**config.mk**
```make
export PLATFORM = sky130hd
export DESIGN_NAME = oaht_ctrl
export DESIGN_NICKNAME = d
export VERILOG_FILES = /design/src/rtl/core/assert_macros.svh /design/src/rtl/core/oaht_pkg.sv /design/src/rtl/core/oaht_ctrl.sv
export SDC_FILE = /design/constraint.sdc
export NUM_CORES = 1
export LEC_CHECK = 0
export BUFFER_PORTS_ARGS = -buffer_cell sky130_fd_sc_hd__buf_2
export CAP_MARGIN = 20
export CELL_PAD_IN_SITES_DETAIL_PLACEMENT = 1
export CELL_PAD_IN_SITES_GLOBAL_PLACEMENT = 1
export CORE_AREA = 2 2 40 69
export CTS_CLUSTER_SIZE = 8
export DETAILED_ROUTE_END_ITERATION = 10
export DIE_AREA = 0 0 42 71
export PLACE_DENSITY = 0.75
export SLEW_MARGIN = 30
export SYNTH_ARGS = -nofsm -noshare
export SYNTH_HDL_FRONTEND = slang
export SYNTH_SLANG_ARGS = --single-unit
```
**constraint.sdc**
```tcl
create_clock -name clk -period 2.4 [get_ports clk]
set_input_delay 0.24 -clock clk [delete_from_list [all_inputs] [get_ports clk]]
set_output_delay 0.24 -clock clk [all_outputs]
set_load 0.03 [all_outputs]
```
**src/rtl/core/assert_macros.svh**
```systemverilog
// Assertion macros shared by the core RTL.
// Each macro expands to one labeled concurrent assertion that reports by $error.
`ifndef ASSERT_MACROS_SVH
`define ASSERT_MACROS_SVH

// Antecedent true implies consequent true in the same cycle.
`define ASSERT_IMP(lbl, ck, rn, a, c) \
  lbl: assert property (@(posedge ck) disable iff (!rn) (a) |-> (c)) \
    else $error("implication check failed");

// Condition holds at every clock edge outside reset.
`define ASSERT_ALWAYS(lbl, ck, rn, c) \
  lbl: assert property (@(posedge ck) disable iff (!rn) (c)) \
    else $error("invariant check failed");

`endif

```
**src/rtl/core/oaht_pkg.sv**
```systemverilog
// Package for the open-addressed hash table: widths, codes, constants and
// the command/status structs between controller and datapath. No dependencies.
`timescale 1ns / 1ps
package oaht_pkg;

  localparam int KEY_W       = 64;
  localparam int VAL_W       = 32;
  localparam int SIZE_W      = 11;
  localparam int ACT_W       = 2;
  localparam int ST_W        = 3;
  localparam int COLL_W      = 32;
  localparam int D_W         = 16;
  localparam int CFG_IDX_W   = 2;
  localparam int MIN_SLOTS   = 3;
  localparam int DEF_MAX_SLOTS = 1024;
  localparam int DEF_TABLE_SIZE = 13;
  localparam int QUAD_STEP_MUL = 5;
  localparam int QUAD_SQ_MUL   = 3;
  localparam int IN_DATA_W   = 96;
  localparam int OUT_DATA_W  = 96;

  localparam logic [KEY_W-1:0] MIX_ADD  = 64'h9e3779b97f4a7c15;
  localparam logic [KEY_W-1:0] MIX_MUL1 = 64'hbf58476d1ce4e5b9;
  localparam logic [KEY_W-1:0] MIX_MUL2 = 64'h94d049bb133111eb;

  typedef enum logic [ACT_W-1:0] {
    ACT_INSERT = 2'd0,
    ACT_SEARCH = 2'd1,
    ACT_REMOVE = 2'd2
  } action_t;

  typedef enum logic [1:0] {
    MARK_EMPTY = 2'd0,
    MARK_LIVE  = 2'd1,
    MARK_TOMB  = 2'd2
  } mark_t;

  typedef enum logic [ST_W-1:0] {
    ST_INSERTED  = 3'd0,
    ST_DUPLICATE = 3'd1,
    ST_FOUND     = 3'd2,
    ST_NOT_FOUND = 3'd3,
    ST_REMOVED   = 3'd4,
    ST_FULL      = 3'd5
  } status_t;

  typedef enum logic [CFG_IDX_W-1:0] {
    CFG_TABLE_SIZE  = 2'd0,
    CFG_PROBE_MODE  = 2'd1,
    CFG_HASH_SELECT = 2'd2
  } cfg_idx_t;

  typedef enum logic [1:0] {
    WR_NONE   = 2'd0,
    WR_CLEAR  = 2'd1,
    WR_INSERT = 2'd2,
    WR_TOMB   = 2'd3
  } wr_kind_t;

  typedef enum logic [3:0] {
    S_CLEAR, S_IDLE, S_MUL1_0, S_MUL1_1, S_MUL1_2, S_MIXN,
    S_MUL2_0, S_MUL2_1, S_MUL2_2, S_HASH, S_SWAIT, S_PSTART,
    S_PWAIT, S_EVAL, S_INS_END, S_FIN
  } state_t;

  typedef struct packed {
    logic [VAL_W-1:0] value;
    logic [KEY_W-1:0] key;
    mark_t            mark;
  } slot_t;

  localparam int SLOT_W = $bits(slot_t);

  typedef struct packed {
    logic [SIZE_W-1:0] table_size;
    logic              probe_mode;
    logic              hash_select;
  } cfg_t;

  typedef struct packed {
    logic     load;
    logic     mul;
    logic [1:0] mul_ph;
    logic     mul_c2;
    logic     mix_next;
    logic     set_hash;
    logic     mod_start;
    logic     mod_sum;
    logic     set_step;
    logic     rd;
    logic     probe_inc;
    logic     note_tomb;
    logic     coll_inc;
    logic     advance;
    wr_kind_t wr;
    logic     live_inc;
    logic     live_dec;
    logic     set_res;
    status_t  res;
    logic     res_data;
    logic     out_load;
    logic     clr_step;
  } cmd_t;

  typedef struct packed {
    logic [ACT_W-1:0] act;
    logic  mod_done;
    mark_t mark;
    logic  key_eq;
    logic  last;
    logic  have_tomb;
    logic  clr_last;
    logic  out_busy;
  } sts_t;

endpackage

```
**src/rtl/core/oaht_ctrl.sv**
```systemverilog
// Controller of the hash table: sequences the reset sweep, hashing, the probe walk,
// updates and the result hand-off by commands to the datapath. Depends on oaht_pkg.
`timescale 1ns / 1ps
module oaht_ctrl
  import oaht_pkg::*;
(
  input  logic clk,
  input  logic rst_n,
  input  logic in_tvalid,
  output logic in_tready,
  output cmd_t cmd,
  input  sts_t sts
);

  state_t state_r, state_nxt;

  always_ff @(posedge clk) begin
    if (!rst_n) begin
      state_r <= S_CLEAR;
    end else begin
      state_r <= state_nxt;
    end
  end

  // Next state and commands.
  always_comb begin
    state_nxt = state_r;
    cmd       = '0;
    in_tready = 1'b0;
    unique case (state_r)
      S_CLEAR: begin
        cmd.wr       = WR_CLEAR;
        cmd.clr_step = 1'b1;
        if (sts.clr_last) begin
          state_nxt = S_IDLE;
        end
      end
      S_IDLE: begin
        in_tready = 1'b1;
        if (in_tvalid) begin
          cmd.load  = 1'b1;
          state_nxt = S_MUL1_0;
        end
      end
      S_MUL1_0: begin
        case (sts.act)
          ACT_INSERT, ACT_SEARCH, ACT_REMOVE: begin
            cmd.mul   = 1'b1;
            state_nxt = S_MUL1_1;
          end
          default: state_nxt = S_FIN;
        endcase
      end
      S_MUL1_1: begin
        cmd.mul    = 1'b1;
        cmd.mul_ph = 2'd1;
        state_nxt  = S_MUL1_2;
      end
      S_MUL1_2: begin
        cmd.mul    = 1'b1;
        cmd.mul_ph = 2'd2;
        state_nxt  = S_MIXN;
      end
      S_MIXN: begin
        cmd.mix_next = 1'b1;
        state_nxt    = S_MUL2_0;
      end
      S_MUL2_0: begin
        cmd.mul    = 1'b1;
        cmd.mul_c2 = 1'b1;
        state_nxt  = S_MUL2_1;
      end
      S_MUL2_1: begin
        cmd.mul    = 1'b1;
        cmd.mul_c2 = 1'b1;
        cmd.mul_ph = 2'd1;
        state_nxt  = S_MUL2_2;
      end
      S_MUL2_2: begin
        cmd.mul    = 1'b1;
        cmd.mul_c2 = 1'b1;
        cmd.mul_ph = 2'd2;
        state_nxt  = S_HASH;
      end
      S_HASH: begin
        cmd.set_hash  = 1'b1;
        cmd.mod_start = 1'b1;
        state_nxt     = S_SWAIT;
      end
      S_SWAIT: begin
        if (sts.mod_done) begin
          cmd.set_step = 1'b1;
          state_nxt    = S_PSTART;
        end
      end
      S_PSTART: begin
        cmd.mod_start = 1'b1;
        cmd.mod_sum   = 1'b1;
        state_nxt     = S_PWAIT;
      end
      S_PWAIT: begin
        cmd.mod_sum = 1'b1;
        if (sts.mod_done) begin
          cmd.rd    = 1'b1;
          state_nxt = S_EVAL;
        end
      end
      S_EVAL: begin
        cmd.probe_inc = 1'b1;
        if (sts.act == ACT_INSERT) begin
          priority if (sts.mark == MARK_EMPTY) begin
            cmd.wr       = WR_INSERT;
            cmd.live_inc = 1'b1;
            cmd.set_res  = 1'b1;
            cmd.res      = ST_INSERTED;
            state_nxt    = S_FIN;
          end else if (sts.mark == MARK_LIVE && sts.key_eq) begin
            cmd.set_res = 1'b1;
            cmd.res     = ST_DUPLICATE;
            state_nxt   = S_FIN;
          end else begin
            // Occupied by another key counts a collision; the first tombstone is remembered.
            if (sts.mark == MARK_LIVE) begin
              cmd.coll_inc = 1'b1;
            end else if (!sts.have_tomb) begin
              cmd.note_tomb = 1'b1;
            end
            if (sts.last) begin
              state_nxt = S_INS_END;
            end else begin
              cmd.advance = 1'b1;
              state_nxt   = S_PSTART;
            end
          end
        end else begin
          priority if (sts.mark == MARK_EMPTY) begin
            state_nxt = S_FIN;
          end else if (sts.mark == MARK_LIVE && sts.key_eq) begin
            cmd.set_res = 1'b1;
            if (sts.act == ACT_SEARCH) begin
              cmd.res      = ST_FOUND;
              cmd.res_data = 1'b1;
            end else begin
              cmd.res      = ST_REMOVED;
              cmd.wr       = WR_TOMB;
              cmd.live_dec = 1'b1;
            end
            state_nxt = S_FIN;
          end else if (sts.last) begin
            state_nxt = S_FIN;
          end else begin
            cmd.advance = 1'b1;
            state_nxt   = S_PSTART;
          end
        end
      end
      S_INS_END: begin
        // Walk found no empty slot: reuse the first tombstone or report full.
        cmd.set_res = 1'b1;
        if (sts.have_tomb) begin
          cmd.wr       = WR_INSERT;
          cmd.live_inc = 1'b1;
          cmd.res      = ST_INSERTED;
        end else begin
          cmd.res = ST_FULL;
        end
        state_nxt = S_FIN;
      end
      S_FIN: begin
        if (!sts.out_busy) begin
          cmd.out_load = 1'b1;
          state_nxt    = S_IDLE;
        end
      end
      default: state_nxt = S_IDLE;
    endcase
  end

endmodule

```
== Word level (Yosys, flattened, before mapping) ==
Cells that the tools add are included.

* Multiply operators: 0
* Div/mod/pow operators: 0
* Bitwise logic cells: 0
* Reductions and logical operators: 12
* Equal/unequal tests: 23
* Shift-type cells: 0
* Muxes and demuxes: 63
* $add $sub $neg: 0
* Magnitude comparators: 0

{| class="wikitable"
|+ Operators by type and width
! cell !! number
|-
| $pmux 4 s16 || 1
|-
| $mux 4 || 13
|-
| $mux 3 || 12
|-
| $eq 4x4->1 const B || 8
|-
| $mux 1 || 27
|-
| $eq 4x3->1 const B || 4
|-
| $mux 6 || 2
|-
| $ne 2x2->1 const B || 5
|-
| $eq 4x2->1 const B || 2
|-
| $pmux 4 s2 || 1
|-
| $reduce_or 2->1 || 4
|-
| $mux 2 || 3
|-
| $pmux 2 s3 || 1
|-
| $reduce_or 3->1 || 2
|-
| $reduce_and 5->1 || 1
|-
| $reduce_or 5->1 || 1
|-
| $eq 2x1->1 const B || 2
|-
| $eq 4x1->1 const B || 1
|-
| $logic_not 2->1 || 2
|-
| $logic_not 4->1 || 1
|-
| $pmux 1 s2 || 2
|-
| $pmux 2 s2 || 1
|-
| $eq 2x2->1 const B || 1
|-
| $logic_and 1x1->1 || 1
|}

* Register bits after elaboration: 4
* Logic and storage cells: 99
* Output and inout bits: 27
* Memories: 0
* ROM bits: 0
* Memory bits (writable): 0
* Latch bits: 0

== Depth between registers and ports, before layout ==
Gate-level depths: netlist of run 1.

* Depth after elaboration: 6
* Mapped depth: 7
* Mapped depth without buffers: 6

== Worst setup path before layout of run 1 ==
No wires, ideal clock.

* Path type: register -> output
* From: register state_r[1]
* To: output cmd[10] in the netlist's numbering
* Stages on the path, launching flop included: 8
* Path slack: -15 ps
* Required time: 2,160 ps
* Arrival time: 2,175 ps
* Cells stage by stage: dfxtp_1 > buf_2 > inv_2 > nand4_1 > inv_2 > nand2_1 > o32ai_1 > nand2b_1

{| class="wikitable"
|+ RTL lines
! what !! RTL line !! RTL
|-
| start, declared || oaht_ctrl.sv:15 || <nowiki>state_t state_r, state_nxt;</nowiki>
|-
| start signal, assigned || oaht_ctrl.sv:21 || <nowiki>state_r <= state_nxt;</nowiki>
|-
| end, declared || oaht_ctrl.sv:11 || <nowiki>output cmd_t cmd,</nowiki>
|}

==> metrics.txt, run 1 <==
run status completed; routability congestion estimate from global placement 0.800; Syn Inst Count approximately 100; Top Ports 40; Largest regs state_r: 4 flops; Yosys reg bits 4; worst setup path class flip-flop to output port; slew margin rel. a little under three quarters; commonest non-fill, non-tap cell in the layout buf_2; crit path capture type output port; clk root buf clkbuf_8; register area share after synthesis a little under an eighth; Worst EP required between 2000 and 2500 ps; dpl ws 564 ps; clk_lat worst skew between 200 and 250 ps; Filler Cell Count 327; top post-synthesis cells by area dfxtp_1, buf_2, nor3_1; first-pass GRT wire length approximately 4000 um; Die W around 42 um; Post-synth EDFFs 0; post-CTS resize count 0; via/cell ratio 5.58; largest net degree at the start of global routing 15; # Max-Cap Violations 0; Async SR Flop Fraction 0%; f_max 0.484 GHz; die area roughly 3000 um2; Clock Pin Slew Worst Setup and Hold Paths about 30 ps; CTS tree yes; final hold vios 0; core box area around 2400 um2; Syn Nets around 120; most flop-heavy register state_r; Setup TNS 0 ps; DRT Wirelength around 2400 um; Via Count 932; post-DR wirelength/cell between 10 and 15 um; share of cells above drive strength 1 approximately two fifths; initial antenna violation count 0; Slew @ Worst Pin 432 ps; Lkg Pwr around 0.00046 uW; worst vdd ir approximately 0.24 mV; synth unique cells 46; GRT Overall Usage between 10% and 20%; CP startpoint kind flip-flop; clk sinks 4; dominant synthesized flop cell dfxtp_1; commonest non-fill, non-tap cells in the layout buf_2, nor3_1, nand2_1, inv_1; initial cell density of the core 28.8%; unrepaired setup endpoints after global routing no; fin crit share 86.0%; Synth area leader dfxtp_1; DRT Pass-1 Iters 4; Routed Antenna Nets 0; DRC violations left 0; endpoints failing setup 0; # nets final roughly 160; row count 24; HPWL Detailed between 2000 and 2500 um; dpl cells roughly 160; drt initial violations 19; Post-CTS Hold Buffers 0; CTS Buf Count 3; power density cells about 420 nW/um2; syn_area_per_cell 6.74 um2; H-tree Lvls 1; GR Overflow Total 0; P&R area growth vs syn 37.0%; worst setup margin 335 ps; Slew Limit Fails 0; Power, Total 407 uW; max reg flops 4; Tmin final 2060 ps; PortBufs 39; Yosys warnings 0; Post-CTS Setup Repair Bufs 0; Yosys top cell area share 11.4%; vias in the first global route roughly 900; worst min path class primary input to flip-flop; ant diodes 0; Clock Path Buffers 2; setup skew after layout approximately 1.7 ps; Non-Filler Instances about 170; highest net fanout along the worst path 12; CP arrival around 1800 ps; die height 71 um; post-synth design cell area around 700 um2
synthesized netlist by cell type, drive strengths merged, types with 3 or more instances:
cell     n
nor2     6
dfxtp    4
nor2b    3
nor3     9
buf     10
nor3b    3
nand3    4
o21ai    7
nand2    6
nand2b   3
a21oi    5
or2      3
inv      8
or3      4
critical path, cell delays in order (launching register included):
cell      delay [ps]
dfxtp_1          400
buf_4            210
nand2b_1         190
or2_1            330
o32ai_2          150
nand2b_1         130
buf_2            190
path summary, 6_finish.rpt:
check | startpoint | to | slack, ps | cells after the start
hold reg to reg | state_r[3]$_SDFFE_PN0P_ | state_r[3]$_SDFFE_PN0P_ | 620 | 2
setup reg to reg | state_r[2]$_SDFFE_PN0P_ | state_r[0]$_SDFFE_PN0P_ | 640 | 5
hold / removal | rst_n | state_r[2]$_SDFFE_PN0P_ | 320 | 3
setup / recovery | state_r[0]$_SDFFE_PN0P_ | cmd[10] | 340 | 6
per-layer routing:
layer | global-route usage (%) | part of all wire [%] | up-vias | wire length (um)
met1 | 17.3 | 37 | 439 | 904
met4 | 4.66 | 1.2 | 0 | 29
met5 | 0 | 0 | - | 0
met2 | 31.9 | 57 | 31 | 1380
li1 | - | - | 458 | -
met3 | 4.08 | 5.0 | 4 | 121
power by group:
part           switching [uW]  internal, uW
sequential               16.1          72.5
combinational             113          64.6
clock                    34.2           107
area by class of cell:
cell class                      instances  area, um2  area share, %
Multi-Input combinational cell         82        543           56.6
Clock buffer                            3       41.3           4.30
Timing Repair Buffer                   44        233           24.3
Tap cell                               26       32.5           3.39
Inverter                                8       30.0           3.13
Sequential cell                         4       80.1           8.34
stage by stage:
stage | hold WS [ps] | area, um2 | util (%)
floorplan | 389 | 708 | -
global placement | 533 | 918 | 37.8
detailed placement | 542 | 918 | 37.8
CTS | 321 | 960 | 39.5
global route | 339 | 960 | 39.5
finish | 323 | 960 | 39.5
cell families (layout without fill, tap and decap cells):
kind of cell / after synthesis / in the layout / share of synthesized area, %
AOI/OAI and AO/OA: 29 / 29 / 30.7
DFF: 4 / 4 / 11.4
and+or+nand+nor: 51 / 51 / 43.0
buffers and inverters: 18 / 55 / 12.1
xor gates and xnor gates: 1 / 1 / 1.25
muxes: 1 / 1 / 1.43
Note: power is estimated with default switching activity, not from simulation.
==> run 2: changes to the inputs <==
--- a/config.mk
+++ b/config.mk
@@ -7,2 +7,3 @@
 export LEC_CHECK = 0
+export ABC_AREA = 1
 export BUFFER_PORTS_ARGS = -buffer_cell sky130_fd_sc_hd__buf_2
@@ -15,3 +16,3 @@
 export DIE_AREA = 0 0 42 71
-export PLACE_DENSITY = 0.75
+export PLACE_DENSITY = 0.74
 export SLEW_MARGIN = 30
==> constraint.sdc (replaced) <==
create_clock -name clk -period 2.4 [get_ports clk]
set_input_delay 0.48 -clock clk [delete_from_list [all_inputs] [get_ports clk]]
set_output_delay 0.48 -clock clk [all_outputs]
set_load 0.03 [all_outputs]
==> run 2 against run 1 <==
Net effect:
- via count shrank 1.4%
- non-clock buffer count fell by 5
- utilization decreased by 4.4 points
- final area shrank 11%
- sequential cell count is the same
- power is 110% higher
- synthesized area is 18% lower
- register-to-register slack gained 300 ps
- combinational power grew to 3.2 times the previous value
- first-iteration DRC count is 58% lower
- die area unchanged
- largest power group unchanged
==> metrics.txt, run 2 <==
area occupied by multi-input gates 422 um2 (was 543 um2); commonest non-fill, non-tap cell in the layout buf_2 (unchanged); Die W 42 um (unchanged); syn_area_per_cell 4.82 um2 (was 6.74 um2); # nets final 177 (was 156); Lkg Pwr 0.000563 uW (was 0.000462 uW); worst setup path class flip-flop to output port (unchanged); P&R area growth vs syn 47.6% (was 37.0%); first-pass GRT wire length 4000 um (was 3980 um); drt initial violations 8 (was 19); most flop-heavy register state_r (unchanged); power density cells 987 nW/um2 (was 424 nW/um2); Yosys top cell area share 22.7% (was 11.4%); Syn Inst Count 120 (was 104); final core utilization 35.1% (was 39.5%); final hold vios 0 (unchanged); core box area 2430 um2 (unchanged); f_max 0.458 GHz (was 0.484 GHz); Post-synth EDFFs 0 (unchanged); Critical Path Max Stage Delay 440 ps (was 400 ps); share of cells above drive strength 1 33.3% (was 39.0%); DRT Wirelength 2340 um (was 2430 um); die area 2980 um2 (unchanged); Async SR Flop Fraction 0% (unchanged); CP max stage cell dfxtp_1 (unchanged); Clock Pin Slew Worst Setup and Hold Paths 30 ps (about the same); post-DR wirelength/cell 12.4 um (was 14.6 um); Worst EP required 1920 ps (was 2160 ps); largest net degree at the start of global routing 8 (was 15); Non-Filler Instances 188 (was 167); post-CTS resize count 0 (unchanged); Setup TNS 0 ps (unchanged); run status completed (unchanged); Routed Antenna Nets 0 (unchanged); highest net fanout along the worst path 7 (was 12); synth unique cells 16 (was 46); CTS tree yes (unchanged); fin crit share 91.0% (was 86.0%); via/cell ratio 4.89 (was 5.58); initial cell density of the core 23.8% (was 28.8%); Synth area leader nand2_1 (was dfxtp_1); setup skew after layout 0.142 ps (was 1.72 ps); CP startpoint kind flip-flop (unchanged); Power, Total 842 uW (was 407 uW); Slew Limit Fails 0 (unchanged); Yosys reg bits 4 (unchanged); Slew @ Worst Pin 492 ps (was 432 ps); slew margin rel. 67.1% (was 71.2%); initial antenna violation count 0 (unchanged); clk_lat worst skew 220 ps (about the same); row count 24 (unchanged); crit path capture type output port (unchanged); commonest non-fill, non-tap cells in the layout buf_2, nand2_1, nor2_1 (was buf_2, nor3_1, nand2_1, inv_1); routability congestion estimate from global placement 0.829 (was 0.800); Clock Path Buffers 2 (unchanged); clk sinks 4 (unchanged); HPWL Detailed 2130 um (was 2000 um); Post-CTS Setup Repair Bufs 0 (unchanged); worst path cell trace inv_2 -> nor2_2 -> nand2_1 -> nor2_1 -> inv_2 -> nor2_2 -> inv_2 -> nand3_1 -> buf_2 (was buf_4 -> nand2b_1 -> or2_1 -> o32ai_2 -> nand2b_1 -> buf_2); Filler Cell Count 353 (was 327); top post-synthesis cells by area nand2_1, dfxtp_1, nor2_1 (was dfxtp_1, buf_2, nor3_1); CTS Buf Count 3 (unchanged); Top Ports 40 (unchanged); Syn Nets 133 (was 117); H-tree Lvls 1 (unchanged); crit path buf inv count 4 (was 2); worst vdd ir 0.444 mV (was 0.237 mV); ant diodes 0 (unchanged); GRT Overall Usage 17.4% (was 16.7%); vias in the first global route 954 (was 902); clk root buf clkbuf_8 (unchanged); Tmin final 2190 ps (was 2060 ps); max reg flops 4 (unchanged); Largest regs state_r: 4 flops (unchanged); unrepaired setup endpoints after global routing no (unchanged); most frequent cell after synthesis nand2_1; DRT Pass-1 Iters 4 (unchanged); dpl cells 185 (was 164); worst min path class primary input to flip-flop (unchanged); PortBufs 39 (unchanged); top cells by count, synth nand2_1, nor2_1, inv_1 (was buf_2, nor3_1, inv_1, nand2_1); die height 71 um (unchanged); post-synth design cell area 578 um2 (was 701 um2); Post-CTS Hold Buffers 0 (unchanged); CP arrival 1710 ps (was 1820 ps); Via Count 919 (was 932); register area share after synthesis 13.9% (was 11.4%); # Max-Cap Violations 0 (unchanged); GR Overflow Total 0 (unchanged); DRC violations left 0 (unchanged); endpoints failing setup 0 (unchanged); CP most frequent cell inv_2 (was nand2b_1); CP delay by family, top simple AND/OR/NAND/NOR gates (unchanged); dominant synthesized flop cell dfxtp_1 (unchanged); Yosys warnings 0 (unchanged); Register Area 80.1 um2 (unchanged)
-- run 2: changes by cell type in the layout (fill, tap and decap cells not counted), sizes merged, moves of 3 or more --
cell and change:
nor2b -3, nand3 +9, inv +14, nor3 -4, buf -5, nor2 +19, nor3b -3, or3 -4
nand2 +29, a21oi -3, nand2b -3
-- run 2: cell families after synthesis --
kind of cell,synth area share (%)
compound gates,9.96
buf+inv,14.3
flops,13.9
simple gates,61.9
-- run 2: where the power goes --
| part | switching [uW] | internal [uW] |
|---|---|---|
| clock | 32.9 | 107 |
| sequential | 36.8 | 91.4 |
| combinational | 419 | 155 |
-- run 2: through the flow --
step | hold WS (ps) | setup WS (ps) | instance area, um2
final | 516 | 215 | 853
after global routing | 532 | 47.8 | 853
after CTS | 514 | 189 | 853
after detailed placement | 547 | 424 | 812
after global placement | 517 | 492 | 812
after floorplan | 485 | 220 | 584
-- run 2: worst register-to-register path: cells and delay by family, from the launching register on --
family	cells	cell delay [ps]
flops	1	330
simple gates	5	880
compound gates	1	150
-- run 2: path summary, 6_finish.rpt --
check	start	to	slack [ps]	cells after the start
hold / removal	rst_n	state_r[1]$_SDFFE_PN0P_	520	3
setup reg to reg	state_r[3]$_SDFFE_PN0P_	state_r[0]$_SDFFE_PN0P_	940	6
hold reg to reg	state_r[3]$_SDFFE_PN0P_	state_r[3]$_SDFFE_PN0P_	540	2
setup / recovery	state_r[0]$_SDFFE_PN0P_	cmd[10]	210	9
-- run 2: routing by layer --
layer  global-route usage [%]  wire [um]  vias to the layer above  share of wire, %
met4                     8.96         60                        0               2.6
met3                     1.53        122                        5               5.2
met5                        0          0                        -                 0
met2                     35.6       1390                       32                59
li1                         -          -                      459                 -
met1                     16.0        766                      423                33
-- run 2: layout make-up --
| type | instances | area share [%] |
|---|---|---|
| clock buffer | 3 | 4.84 |
| inverter | 22 | 9.68 |
| multi-input combinational | 94 | 49.4 |
| sequential | 4 | 9.38 |
| tap | 26 | 3.81 |
| timing repair buffer | 39 | 22.9 |
==> run 3: changes to the inputs <==
CORE_AREA = 2 2 61 46   (was 2 2 40 69)
DIE_AREA = 0 0 63 48   (was 0 0 42 71)
PLACE_DENSITY = 0.75   (was 0.74)
==> run 3 against run 2 <==
Net effect:
- global-route usage shrank 2.4 points
- maximum frequency grew 0.13%
- hold slack got worse by 30 ps
- sequential share of layout area grew 0.097 points
- final area is 1.0% lower
- clock-buffer cell count is the same
- critical endpoint unchanged
- largest power group unchanged
==> metrics.txt, run 3 (same netlist as run 2, synthesis figures left out) <==
WHS 486 ps (was 516 ps); vias in the first global route 809 (was 954); FF-to-FF End state_r[0]$_SDFFE_PN0P_ (unchanged); commonest non-fill, non-tap cell in the layout buf_2 (unchanged); post-DR wirelength/cell 11.3 um (was 12.4 um); CP max stage cell dfxtp_1 (unchanged); unrepaired setup endpoints after global routing no (unchanged); CP arrival 1700 ps (was 1710 ps); Clock Pin Slew Worst Setup and Hold Paths 40 ps (was 30 ps); most flop-heavy register state_r (unchanged); Worst R2R Start state_r[3]$_SDFFE_PN0P_ (unchanged); crit path buf inv count 4 (unchanged); core box area 2380 um2 (was 2430 um2); drt initial violations 42 (was 8); Post-CTS Hold Buffers 0 (unchanged); share of cells above drive strength 1 33.3% (unchanged); CTS tree yes (unchanged); HP Start rst_n (unchanged); PortBufs 39 (unchanged); Via Count 883 (was 919); Top Ports 40 (unchanged); Post-CTS Setup Repair Bufs 0 (unchanged); hold depth 3 (unchanged); CTS Buf Count 3 (unchanged); worst setup path class flip-flop to output port (unchanged); clk root buf clkbuf_4 (was clkbuf_8); f_max 0.458 GHz (about the same); HPWL Detailed 1880 um (was 2130 um); Reg2Reg Depth 6 (unchanged); ant diodes 0 (unchanged); worst path cell trace nand2_1 -> inv_1 -> nand2_1 -> nor2_1 -> inv_2 -> nor2_2 -> inv_2 -> nand3_1 -> buf_2 (was inv_2 -> nor2_2 -> nand2_1 -> nor2_1 -> inv_2 -> nor2_2 -> inv_2 -> nand3_1 -> buf_2); row count 15 (was 24); CP startpoint kind flip-flop (unchanged); initial cell density of the core 24.3% (was 23.8%); initial antenna violation count 0 (unchanged); clk sinks 4 (unchanged); run status completed (unchanged); die area 3020 um2 (was 2980 um2); worst min path class primary input to flip-flop (unchanged); # nets final 177 (unchanged); first-pass GRT wire length 3480 um (was 4000 um); Tmin final 2180 ps (was 2190 ps); largest net degree at the start of global routing 8 (unchanged); final hold vios 0 (unchanged); Design Area, Final 845 um2 (was 853 um2); fin crit share 90.9% (was 91.0%); Placed Area 822 um2 (was 812 um2); post-CTS resize count 0 (unchanged); Routed Antenna Nets 0 (unchanged); reg2reg setup slack 820 ps (was 940 ps); P&R area growth vs syn 46.1% (was 47.6%); Lkg Pwr 0.000555 uW (was 0.000563 uW); DRC violations left 0 (unchanged); dpl cells 193 (was 185); clk_lat worst skew 250 ps (was 220 ps); H-tree Lvls 1 (unchanged); setup skew after layout 3.29 ps (was 0.142 ps); crit path capture type output port (unchanged); Non-Filler Instances 196 (was 188); DRT Wirelength 2210 um (was 2340 um); Worst EP required 1920 ps (about the same); GRT Overall Usage 15.0% (was 17.4%); Hold Path Sink state_r[1]$_SDFFE_PN0P_ (unchanged); highest net fanout along the worst path 7 (unchanged); slew margin rel. 62.2% (was 67.1%); via/cell ratio 4.51 (was 4.89); final core utilization 35.4% (was 35.1%); max reg flops 4 (unchanged); power density cells 940 nW/um2 (was 987 nW/um2); die height 48 um (was 71 um); Slew @ Worst Pin 566 ps (was 492 ps); CP delay by family, top simple AND/OR/NAND/NOR gates (unchanged); Clock Path Buffers 2 (unchanged); Critical Path Max Stage Delay 390 ps (was 440 ps); # Max-Cap Violations 0 (unchanged); endpoints failing setup 0 (unchanged); DRT Pass-1 Iters 4 (unchanged); Largest regs state_r: 4 flops (unchanged); Slew Limit Fails 0 (unchanged); commonest non-fill, non-tap cells in the layout buf_2, nand2_1, nor2_1 (unchanged); Setup TNS 0 ps (unchanged); worst vdd ir 0.277 mV (was 0.444 mV); Die W 63 um (was 42 um); GR Overflow Total 0 (unchanged); routability congestion estimate from global placement 0.798 (was 0.829)
## run 3: changes by cell type in the layout (fill, tap and decap cells not counted)
cell and change:
clkbuf_4 +3, clkbuf_8 -3
## run 3: area by class of cell
cell class                 instances  area, um2
fill                             363       1540
multi-input combinational         94        422
timing repair buffer              39        195
inverter                          22       82.6
sequential                         4       80.1
tap                               34       42.5
clock buffer                       3       22.5
## run 3: how the worst max path moves through the flow
stage	start	to	depth (start not counted)
2_1_floorplan	state_r[0]$_SDFFE_PN0P_	cmd[13]	6
3_3_place_gp	state_r[0]$_SDFFE_PN0P_	cmd[10]	9
3_5_place_dp	state_r[2]$_SDFFE_PN0P_	cmd[10]	9
4_1_cts	state_r[2]$_SDFFE_PN0P_	cmd[10]	9
5_1_grt	state_r[0]$_SDFFE_PN0P_	cmd[9]	9
6_report	state_r[2]$_SDFFE_PN0P_	cmd[10]	9
## run 3: per-layer routing
layer / track usage, % / vias up / wire length, um
li1: - / 462 / -
met4: 5.33 / 0 / 36
met1: 19.1 / 398 / 1080
met2: 25.5 / 18 / 1010
met3: 4.00 / 5 / 89
met5: 0 / - / 0
## run 3: where the power goes
part	internal [uW]	switching (uW)
Sequential	91.3	36.7
Clock	56.1	31.3
Combinational	155	424
Total	302	492
## run 3: stage by stage
step	setup slack, ps	total power, uW
2_1_floorplan	220	542
3_3_place_gp	486	696
3_5_place_dp	471	708
4_1_cts	203	803
5_1_grt	33.7	867
6_report	218	794
## run 3: worst register-to-register path: cells and delay by family (launching register included)
family / cells / cell delay [ps]
and+or+nand+nor: 5 / 970
DFF: 1 / 330
AOI/OAI and AO/OA: 1 / 160
